## config.mk

```make
export PLATFORM = sky130hd
export DESIGN_NAME = linear_contrast_stretch
export DESIGN_NICKNAME = d
export VERILOG_FILES = /design/src/hw/rtl/lcs_pkg.sv /design/src/hw/rtl/lcs_front.sv /design/src/hw/rtl/lcs_fifo.sv /design/src/hw/rtl/lcs_back.sv /design/src/hw/rtl/linear_contrast_stretch.sv
export SDC_FILE = /design/constraint.sdc
export NUM_CORES = 1
export LEC_CHECK = 0
export BUFFER_PORTS_ARGS = -buffer_cell sky130_fd_sc_hd__buf_2
export CAP_MARGIN = 20
export CELL_PAD_IN_SITES_DETAIL_PLACEMENT = 1
export CELL_PAD_IN_SITES_GLOBAL_PLACEMENT = 1
export CORE_UTILIZATION = 55
export CTS_CLUSTER_DIAMETER = 40
export DETAILED_ROUTE_END_ITERATION = 8
export PLACE_DENSITY = 0.91
export SLEW_MARGIN = 20
export SYNTH_ARGS = -nofsm -noshare
export SYNTH_HDL_FRONTEND = slang
export SYNTH_HIERARCHICAL = 1
export SYNTH_SLANG_ARGS = --single-unit
export TNS_END_PERCENT = 10
```

## constraint.sdc

```tcl
create_clock -name clk -period 6.9 [get_ports clk]
set_clock_uncertainty 0.15 [all_clocks]
set_input_delay 0.69 -clock clk [delete_from_list [all_inputs] [get_ports clk]]
set_output_delay 0.69 -clock clk [all_outputs]
set_load 0.01 [all_outputs]
```

## src/hw/rtl/lcs_pkg.sv

```systemverilog
`timescale 1ns / 1ps
// ----------------------------------------------------------------------------
// lcs_pkg
// Shared types and constants for the linear contrast stretch block.
// ----------------------------------------------------------------------------
package lcs_pkg;

	localparam int PIX_W      = 8;
	localparam int NUM_W      = 2 * PIX_W;
	localparam int DIV_STEPS  = PIX_W;
	localparam int CNT_W      = $clog2(DIV_STEPS + 1);
	localparam int FIFO_DEPTH = 2;

	localparam logic [PIX_W-1:0] PIX_MAX = '1;
	localparam logic [PIX_W-1:0] PIX_MIN = '0;

	typedef enum logic {
		ACT_MEASURE = 1'b0,
		ACT_STRETCH = 1'b1
	} action_t;

	// How the back end finishes a stretch request
	typedef enum logic [1:0] {
		CLS_FLAT = 2'd0,
		CLS_LOW  = 2'd1,
		CLS_HIGH = 2'd2,
		CLS_DIV  = 2'd3
	} cls_t;

	typedef struct packed {
		cls_t             cls;
		logic [NUM_W-1:0] num;    // (p - lo) * 255
		logic [PIX_W-1:0] den;    // hi - lo
		logic [PIX_W-1:0] fixed;  // result when no division is needed
	} q_entry_t;

	typedef enum logic {
		BK_IDLE = 1'b0,
		BK_DIV  = 1'b1
	} bk_state_t;

endpackage

```

## src/hw/rtl/lcs_front.sv

```systemverilog
`timescale 1ns / 1ps
// ----------------------------------------------------------------------------
// lcs_front
// Accepts requests, tracks running min/max, classifies stretch requests and
// pushes them into the work queue.
// ----------------------------------------------------------------------------
module lcs_front (
	input  logic                          clk,
	input  logic                          arst_n,
	input  logic                          in_valid,
	output logic                          in_stall,
	input  logic                          action,
	input  logic [lcs_pkg::PIX_W-1:0]     pixel,
	input  logic                          first,
	input  logic                          q_full,
	output logic                          q_push,
	output lcs_pkg::q_entry_t             q_data
);

	logic                      accept;
	logic [lcs_pkg::PIX_W-1:0] lo_q;
	logic [lcs_pkg::PIX_W-1:0] hi_q;
	logic [lcs_pkg::PIX_W-1:0] diff;

	assign in_stall = q_full;
	assign accept   = in_valid && !q_full;
	assign q_push   = accept && (action == lcs_pkg::ACT_STRETCH);

	always_ff @(posedge clk or negedge arst_n) begin
		if (!arst_n) begin
			lo_q <= lcs_pkg::PIX_MAX;
			hi_q <= lcs_pkg::PIX_MIN;
		end else if (accept && action == lcs_pkg::ACT_MEASURE) begin
			if (first) begin
				lo_q <= pixel;
				hi_q <= pixel;
			end else begin
				if (pixel < lo_q) lo_q <= pixel;
				if (pixel > hi_q) hi_q <= pixel;
			end
		end
	end

	assign diff = pixel - lo_q;

	always_comb begin
		q_data.num   = {diff, {lcs_pkg::PIX_W{1'b0}}} - {{lcs_pkg::PIX_W{1'b0}}, diff};
		q_data.den   = hi_q - lo_q;
		q_data.cls   = lcs_pkg::CLS_DIV;
		q_data.fixed = lo_q;
		if (hi_q <= lo_q) begin
			q_data.cls   = lcs_pkg::CLS_FLAT;
			q_data.fixed = lo_q;
		end else if (pixel < lo_q) begin
			q_data.cls   = lcs_pkg::CLS_LOW;
			q_data.fixed = lcs_pkg::PIX_MIN;
		end else if (pixel > hi_q) begin
			q_data.cls   = lcs_pkg::CLS_HIGH;
			q_data.fixed = lcs_pkg::PIX_MAX;
		end
	end

endmodule

```

## src/hw/rtl/lcs_fifo.sv

```systemverilog
`timescale 1ns / 1ps
// ----------------------------------------------------------------------------
// lcs_fifo
// Short work queue between the front and back ends.
// ----------------------------------------------------------------------------
module lcs_fifo #(
	parameter int DEPTH = lcs_pkg::FIFO_DEPTH
) (
	input  logic              clk,
	input  logic              arst_n,
	input  logic              push,
	input  lcs_pkg::q_entry_t wdata,
	input  logic              pop,
	output lcs_pkg::q_entry_t rdata,
	output logic              full,
	output logic              empty
);

	localparam int PTR_W = (DEPTH > 1) ? $clog2(DEPTH) : 1;
	localparam int CNT_W = $clog2(DEPTH + 1);
	localparam logic [PTR_W-1:0] PTR_LAST = PTR_W'(DEPTH - 1);
	localparam logic [CNT_W-1:0] CNT_FULL = CNT_W'(DEPTH);

	lcs_pkg::q_entry_t  mem_q [DEPTH];
	logic [PTR_W-1:0]   wr_ptr_q;
	logic [PTR_W-1:0]   rd_ptr_q;
	logic [CNT_W-1:0]   cnt_q;

	assign full  = (cnt_q == CNT_FULL);
	assign empty = (cnt_q == '0);
	assign rdata = mem_q[rd_ptr_q];

	always_ff @(posedge clk) begin
		if (push) mem_q[wr_ptr_q] <= wdata;
	end

	always_ff @(posedge clk or negedge arst_n) begin
		if (!arst_n) begin
			wr_ptr_q <= '0;
			rd_ptr_q <= '0;
			cnt_q    <= '0;
		end else begin
			if (push) wr_ptr_q <= (wr_ptr_q == PTR_LAST) ? '0 : wr_ptr_q + 1'b1;
			if (pop)  rd_ptr_q <= (rd_ptr_q == PTR_LAST) ? '0 : rd_ptr_q + 1'b1;
			if (push && !pop)      cnt_q <= cnt_q + 1'b1;
			else if (pop && !push) cnt_q <= cnt_q - 1'b1;
		end
	end

endmodule

```

## src/hw/rtl/lcs_back.sv

```systemverilog
`timescale 1ns / 1ps
// ----------------------------------------------------------------------------
// lcs_back
// Pops classified requests, runs a restoring divider one quotient bit per
// cycle and holds the result in the output register.
// ----------------------------------------------------------------------------
module lcs_back (
	input  logic                      clk,
	input  logic                      arst_n,
	input  logic                      q_empty,
	input  lcs_pkg::q_entry_t         q_data,
	output logic                      q_pop,
	output logic                      out_valid,
	input  logic                      out_stall,
	output logic [lcs_pkg::PIX_W-1:0] stretched
);

	lcs_pkg::bk_state_t        state_q;
	lcs_pkg::bk_state_t        state_nxt;
	logic [lcs_pkg::CNT_W-1:0] cnt_q;
	logic [lcs_pkg::NUM_W-1:0] rem_q;
	logic [lcs_pkg::NUM_W-1:0] dsh_q;
	logic [lcs_pkg::PIX_W-1:0] quo_q;
	logic                      out_valid_q;
	logic [lcs_pkg::PIX_W-1:0] out_data_q;
	logic                      out_free;
	logic                      div_load;
	logic                      out_load;
	logic [lcs_pkg::PIX_W-1:0] out_value;

	assign out_free  = !out_valid_q || !out_stall;
	assign out_valid = out_valid_q;
	assign stretched = out_data_q;

	always_comb begin
		state_nxt = state_q;
		unique case (state_q)
			lcs_pkg::BK_IDLE: begin
				if (!q_empty && q_data.cls == lcs_pkg::CLS_DIV) state_nxt = lcs_pkg::BK_DIV;
			end
			lcs_pkg::BK_DIV: begin
				if (cnt_q == '0 && out_free) state_nxt = lcs_pkg::BK_IDLE;
			end
			default: state_nxt = lcs_pkg::BK_IDLE;
		endcase
	end

	always_comb begin
		q_pop     = 1'b0;
		div_load  = 1'b0;
		out_load  = 1'b0;
		out_value = q_data.fixed;
		unique case (state_q)
			lcs_pkg::BK_IDLE: begin
				if (!q_empty) begin
					if (q_data.cls == lcs_pkg::CLS_DIV) begin
						q_pop    = 1'b1;
						div_load = 1'b1;
					end else if (out_free) begin
						q_pop    = 1'b1;
						out_load = 1'b1;
					end
				end
			end
			lcs_pkg::BK_DIV: begin
				out_value = quo_q;
				out_load  = (cnt_q == '0) && out_free;
			end
			default: ;
		endcase
	end

	always_ff @(posedge clk or negedge arst_n) begin
		if (!arst_n) begin
			state_q     <= lcs_pkg::BK_IDLE;
			cnt_q       <= '0;
			out_valid_q <= 1'b0;
		end else begin
			state_q <= state_nxt;
			if (div_load)          cnt_q <= lcs_pkg::CNT_W'(lcs_pkg::DIV_STEPS);
			else if (cnt_q != '0)  cnt_q <= cnt_q - 1'b1;
			if (out_load)          out_valid_q <= 1'b1;
			else if (!out_stall)   out_valid_q <= 1'b0;
		end
	end

	// quotient fits in PIX_W bits since p - lo <= hi - lo
	always_ff @(posedge clk) begin
		if (div_load) begin
			rem_q <= q_data.num;
			dsh_q <= {1'b0, q_data.den, {(lcs_pkg::PIX_W-1){1'b0}}};
			quo_q <= '0;
		end else if (cnt_q != '0) begin
			if (rem_q >= dsh_q) begin
				rem_q <= rem_q - dsh_q;
				quo_q <= {quo_q[lcs_pkg::PIX_W-2:0], 1'b1};
			end else begin
				quo_q <= {quo_q[lcs_pkg::PIX_W-2:0], 1'b0};
			end
			dsh_q <= dsh_q >> 1;
		end
		if (out_load) out_data_q <= out_value;
	end

	a_pop_idle: assert property (@(posedge clk) disable iff (!arst_n)
		q_pop |-> state_q == lcs_pkg::BK_IDLE)
		else $error("pop while divider busy");

	a_cnt_div: assert property (@(posedge clk) disable iff (!arst_n)
		cnt_q != '0 |-> state_q == lcs_pkg::BK_DIV)
		else $error("divider stepping outside DIV");

	a_load_free: assert property (@(posedge clk) disable iff (!arst_n)
		out_load |-> !out_valid_q || !out_stall)
		else $error("result overwrites a stalled result");

	a_load_valid: assert property (@(posedge clk) disable iff (!arst_n)
		out_load |=> out_valid_q)
		else $error("loaded result not presented");

endmodule

```

## src/hw/rtl/linear_contrast_stretch.sv

```systemverilog
`timescale 1ns / 1ps
// ----------------------------------------------------------------------------
// linear_contrast_stretch
// Two-pass linear contrast stretch of 8-bit pixels.
// ----------------------------------------------------------------------------
// Usage: stream the image once with action = measure (first = 1 on the first
// pixel restarts min/max), then again with action = stretch. Each request on
// the in channel (in_valid/in_stall) carries action, pixel, first. Measure
// requests produce nothing; each stretch request produces one stretched
// pixel on the out channel (out_valid/out_stall), in request order.
// Measure requests are taken one per cycle while the queue has room.
// Stretch requests pass through a FIFO_DEPTH-entry queue to a serial
// divider that retires one quotient bit per cycle: a request needing a
// divide occupies the back end through pop, 8 steps and write-out, and
// the next request is popped only after it; clipped or flat-range
// requests are popped and written to the output register together.
// When the receiver stalls, the result holds in the output register, the
// back end waits at its next write-out and the queue fills; then in_stall rises.
// Reset sets min to 255 and max to 0 and empties the queue and output.
// ----------------------------------------------------------------------------
module linear_contrast_stretch #(
	parameter int FIFO_DEPTH = lcs_pkg::FIFO_DEPTH
) (
	input  logic                      clk,
	input  logic                      arst_n,
	input  logic                      in_valid,
	output logic                      in_stall,
	input  logic                      action,
	input  logic [lcs_pkg::PIX_W-1:0] pixel,
	input  logic                      first,
	output logic                      out_valid,
	input  logic                      out_stall,
	output logic [lcs_pkg::PIX_W-1:0] stretched
);

	lcs_pkg::q_entry_t push_data;
	lcs_pkg::q_entry_t pop_data;
	logic              q_push;
	logic              q_pop;
	logic              q_full;
	logic              q_empty;

	lcs_front u_front (
		.clk      (clk),
		.arst_n   (arst_n),
		.in_valid (in_valid),
		.in_stall (in_stall),
		.action   (action),
		.pixel    (pixel),
		.first    (first),
		.q_full   (q_full),
		.q_push   (q_push),
		.q_data   (push_data)
	);

	lcs_fifo #(
		.DEPTH (FIFO_DEPTH)
	) u_fifo (
		.clk    (clk),
		.arst_n (arst_n),
		.push   (q_push),
		.wdata  (push_data),
		.pop    (q_pop),
		.rdata  (pop_data),
		.full   (q_full),
		.empty  (q_empty)
	);

	lcs_back u_back (
		.clk       (clk),
		.arst_n    (arst_n),
		.q_empty   (q_empty),
		.q_data    (pop_data),
		.q_pop     (q_pop),
		.out_valid (out_valid),
		.out_stall (out_stall),
		.stretched (stretched)
	);

endmodule
```

After elaboration in Yosys (flattened, before gate mapping)
Memory sizes are Yosys's and may differ from the RTL's. Cells that the tools add are included.

Register bits: 73. RAM bits: 68. Bits of input ports: 14. Output and inout bits: 10. Logic and storage cells: 97. Memories kept: 1.

Memory list: u_fifo.mem_q (words 2, width 34, rd ports 1, clocked after Yosys merged registers in 0, wr ports 1, RTL line lcs_fifo.sv:24) `lcs_pkg::q_entry_t mem_q [DEPTH];`.

Add/subtract/negate cells: 9. $lt $le $gt $ge: 4. Equal/unequal tests: 3. Mux-type cells: 40. Bitwise gates (word level): 2. Reductions and logical operators: 25.

Operators by type and width (number): $mux 8 (8); $mux 16 (3); $mux 15 (2); $mux 1 (19); $ge 16x15->1 (1); $sub 16x15->16 (1); $sub 16x8->16 (1); $sub 8x8->8 (2); $reduce_bool 2->1 (5); $gt 8x8->1 (1); $le 8x8->1 (1); $lt 8x8->1 (1); $mux 2 (4); $mux 4 (2); $logic_and 1x1->1 (7); $logic_not 1->1 (6); $reduce_and 2->1 (3); $eq 2x2->1 const B (2); $logic_not 4->1 (1); $pmux 1 s2 (2); $reduce_bool 4->1 (1); $sub 4x1->4 const B (1); $add 1x1->1 const B (2); $add 2x1->2 const B (1); other kinds (5) (6).

Depth between registers and ports, before layout
Word-level depth: 9. Gate-level depth with buffers: 11. Depth with buffers taken out: 10.

By module
The synthesis kept the hierarchy.

Modules (own cells, without submodules): lcs_back (times used 1, cells each 336, area each 3151.8 um^2, sequential area each 1411.4 um^2); lcs_fifo (times used 1, cells each 122, area each 2791.4 um^2, sequential area each 2142.1 um^2); lcs_front (times used 1, cells each 276, area each 2351.0 um^2, sequential area each 410.4 um^2).

Least setup slack after synthesis
No wires, ideal clock.

Path kind: flip-flop to flip-flop. From: reg u_back/rem_q[8] (netlist bit). To: reg u_back/rem_q[0] (netlist bit), enable pin. Library setup time: 0.411 ns. Data arrival time: 2.721 ns. Required time: 6.339 ns. Path slack: 3.618 ns. Stages on the path, launching flop included: 8. Buffers on the path: 1. Period minus slack after synthesis: 3.282 ns. Cells stage by stage: edfxtp_1 > ha_1 > buf_2 > and4_1 > nand3_1 > a2111o_1 > o211a_1 > o21ai_0.

Longest elaborated chain between the ends: 3.

RTL lines: from (decl) (RTL line lcs_back.sv:21) `logic [lcs_pkg::NUM_W-1:0] rem_q;`; from (signal assigned) (RTL line lcs_back.sv:90) `rem_q <= q_data.num;`; from (signal assigned) (RTL line lcs_back.sv:95) `rem_q <= rem_q - dsh_q;`; $ge 16x15->1 (RTL line lcs_back.sv:94) `if (rem_q >= dsh_q) begin`; $reduce_bool 2->1 (no line); $reduce_and 2->1 (no line).

Every way passes these cells. A chain may end at the register's enable or synchronous reset.

==> flow_summary_export.csv <==
group,metric,value,unit
status,status,"finished clean",
route,drtIter0Drc,554,
setup_path,cp_data_required_time,6.93,ns
cts,cts_resized,0,
setup_path,crit_family,"simple AND/OR/NAND/NOR gates",
route,firstDrtPassIters,5,
timing,fin_crit_sh,54.4,%
placement,io_buffers,23,
cts,cts-root-buf,"clkbuf_16",
route,routed_via_density,6.67,
cts,cts_sinks,141,
timing,layout_min_cycle_time,3.76,ns
setup_path,setup.worst_path.start_class,"register",
setup_path,crit_slowest_cell,"dfrtp_2",
setup_path,crit_fanout,36,
timing,hold_violations,0,
route,avgRoutedWirePerCell,25.9,um
global_routing,grtUsageTotal,32.4,%
cts,h-tree-depth,4,
route,routed_wl,24.3,mm
setup_path,critPathBufInv,1,
layout,antenna_cells,0,
yosys,synth_nets,795,
route,ant_nets,0,
floorplan,fp.dieArea,15600,um^2
floorplan,die_h,125,um
layout,instances_no_fill,940,
setup_path,crit_type,"register to register",
yosys,syn_avg_cell_area,11.3,um^2
cts,clk-insertion-delay-late,0.44,ns
layout,final_nets,804,
job,cap_violations,0,
floorplan,fp.dieW,125,um
yosys,yosysSeqAreaShare,47.8,%
timing,grt_setup_unrepaired,"no",
floorplan,core,14600,um^2
layout,final_common_cell,"edfxtp_1",
placement,place.gp.congestion,0.889,
setup_path,cp.arrival,3.78,ns
timing,setup_viol,0,
timing,relSlewSlack,28.3,%
floorplan,num_rows,44,
timing,worstMarginPinSlew,1.08,ns
route,drc,0,
yosys,yosys_warnings,6,
cts,cts_setup_buffers,0,
setup_path,r2r_cells,5,
timing,max_freq,266,MHz
cts,clk_pin_slew,0.07,ns
timing,tns,0,ns
global_routing,grt_pass1_wl,37.8,mm
timing,whs,0.124,ns
layout,area_growth,8.81,%
cts,cts_tree,"done",
global_routing,antenna_found_initial,0,
worst_hold_path,hp-class,"primary input to async pin",
layout,final_util,61.6,%
setup_path,cp_cell_sequence,"mux2_4 > nor4bb_4 > buf_4 > nor2_1 > a22o_1",
global_routing,globalRouteOverflowTotal,0,
global_routing,grt_max_degree,37,
yosys,synthArstFlopShare,18.4,%
cts,hold_buffers,0,
timing,finalMaxSlewViolations,0,
floorplan,num_io_pins,24,
layout,layout_common_cells,"edfxtp_1 (100), nand2_1 (70), a21oi_1 (50), inv_1 (46), ha_1 (44)",
yosys,synth_edf_count,100,
setup_path,worstSetupEndpointType,"register",
placement,dp.final_hpwl,16.2,mm
yosys,syn_area,8290,um^2
global_routing,grt_pass1_vias,6711,
placement,numPlacedInstances,907,
yosys,synth_cell_type_count,93,
setup_path,cp.depth,5,
layout,drive_gt1_share,20.5,%
setup_path,max_stage_delay,1.08,ns
cts,cts_buffers,17,
yosys,synth_ff_type,"edfxtp_1",
yosys,ys_ff_latch,141,
cts,cts_buffer_depth,2,
yosys,syn_inst,734,
floorplan,initial_core_util,56.6,%
route,num_vias,6269,
through the flow:
| step | setup slack (ns) | cell area [um^2] |
|---|---|---|
| CTS | 3.19 | 9020 |
| global placement | 3.40 | 8440 |
| floorplan | 3.62 | 8290 |
| global route | 2.98 | 9020 |
| detailed placement | 3.26 | 8440 |
| finish | 3.14 | 9020 |
worst paths after layout:
kind                                  from                to  slack, ns
setup reg to reg           u_fifo/rd_ptr_q  u_back/dsh_q[13]       3.14
hold reg to reg            u_back/dsh_q[1]   u_back/dsh_q[1]       0.34
max in group asynchronous           arst_n   u_fifo/rd_ptr_q       6.01
min in group clk           u_back/dsh_q[1]   u_back/dsh_q[1]       0.34
setup / recovery           u_fifo/rd_ptr_q  u_back/dsh_q[13]       3.14
hold / removal                      arst_n   u_back/cnt_q[2]       0.12
layout make-up:
class                   count  area [um^2]
clock buffers              19          464
inverters                  47          176
well taps                 184          230
multi-input cells         508         3920
flip-flops and latches    141         3970
fillers                  1536         5620
repair buffers             28          153
clock inverters            13          114
cells in the mapped netlist (4+ instances only):
master / count / area [um^2]
nand2_1: 70 / 263
a22o_1: 8 / 70.1
dfrtp_1: 18 / 450
inv_1: 46 / 173
xor2_1: 13 / 114
mux2i_1: 5 / 50.1
clkbuf_1: 14 / 52.6
buf_1: 4 / 15.0
a21oi_1: 50 / 250
a211oi_1: 5 / 37.5
buf_2: 9 / 45.0
nor3_1: 14 / 70.1
o31ai_1: 6 / 45.0
buf_6: 5 / 56.3
nand3_1: 16 / 80.1
o211ai_1: 4 / 30.0
a311o_1: 7 / 70.1
mux2_4: 29 / 435
nand4_1: 8 / 50.1
ha_1: 44 / 551
nor4_1: 4 / 25.0
xnor2_1: 12 / 105
o21ai_0: 20 / 100
nor2b_1: 7 / 43.8
nor2_1: 40 / 150
o21a_1: 9 / 67.6
dfxtp_1: 15 / 300
a21o_1: 10 / 75.1
o21ai_1: 5 / 25.0
or2_2: 5 / 31.3
nand2b_1: 4 / 25.0
edfxtp_1: 100 / 3000
o221ai_1: 7 / 61.3
nor4b_1: 6 / 52.6
dfstp_2: 8 / 210
and2_1: 4 / 25.0
mux2_2: 20 / 225
logic make-up (layout without fill, tap and decap cells):
family                     count (synthesis)  count (layout)  synth area share, %
xor gates and xnor gates                  27              27                 3.03
and+or+nand+nor                          205             205                 12.6
buffers and inverters                     85             107                 5.13
DFF                                      141             141                 47.8
AOI/OAI and AO/OA                        174             174                 15.4
adders and majority gates                 47              47                 7.36
muxes                                     55              55                 8.70
sequential cells by signal, indices dropped and copies added (netlist names):
register,count
u_back/rem_q,16
u_front/lo_q,8
u_front/hi_q,8
u_fifo/cnt_q,2
u_fifo/rd_ptr_q,1
u_back/cnt_q,4
u_back/out_valid,1
u_back/dsh_q,15
u_back/quo_q,8
u_fifo/mem_q,68
u_back/state_q,1
u_back/stretched,8
u_fifo/wr_ptr_q,1
per-layer routing:
| layer | share of wire, % | vias to the layer above | global-route usage, % |
|---|---|---|---|
| li1 | - | 2723 | - |
| met1 | 38 | 3158 | 35.5 |
| met2 | 52 | 283 | 58.5 |
| met3 | 5.1 | 105 | 6.87 |
| met4 | 4.8 | 0 | 17.6 |
| met5 | 0 | - | 0 |
Power is left out: the tool's default activity adds up to more than one toggle a clock period on the data nets, which glitch-free logic cannot reach.
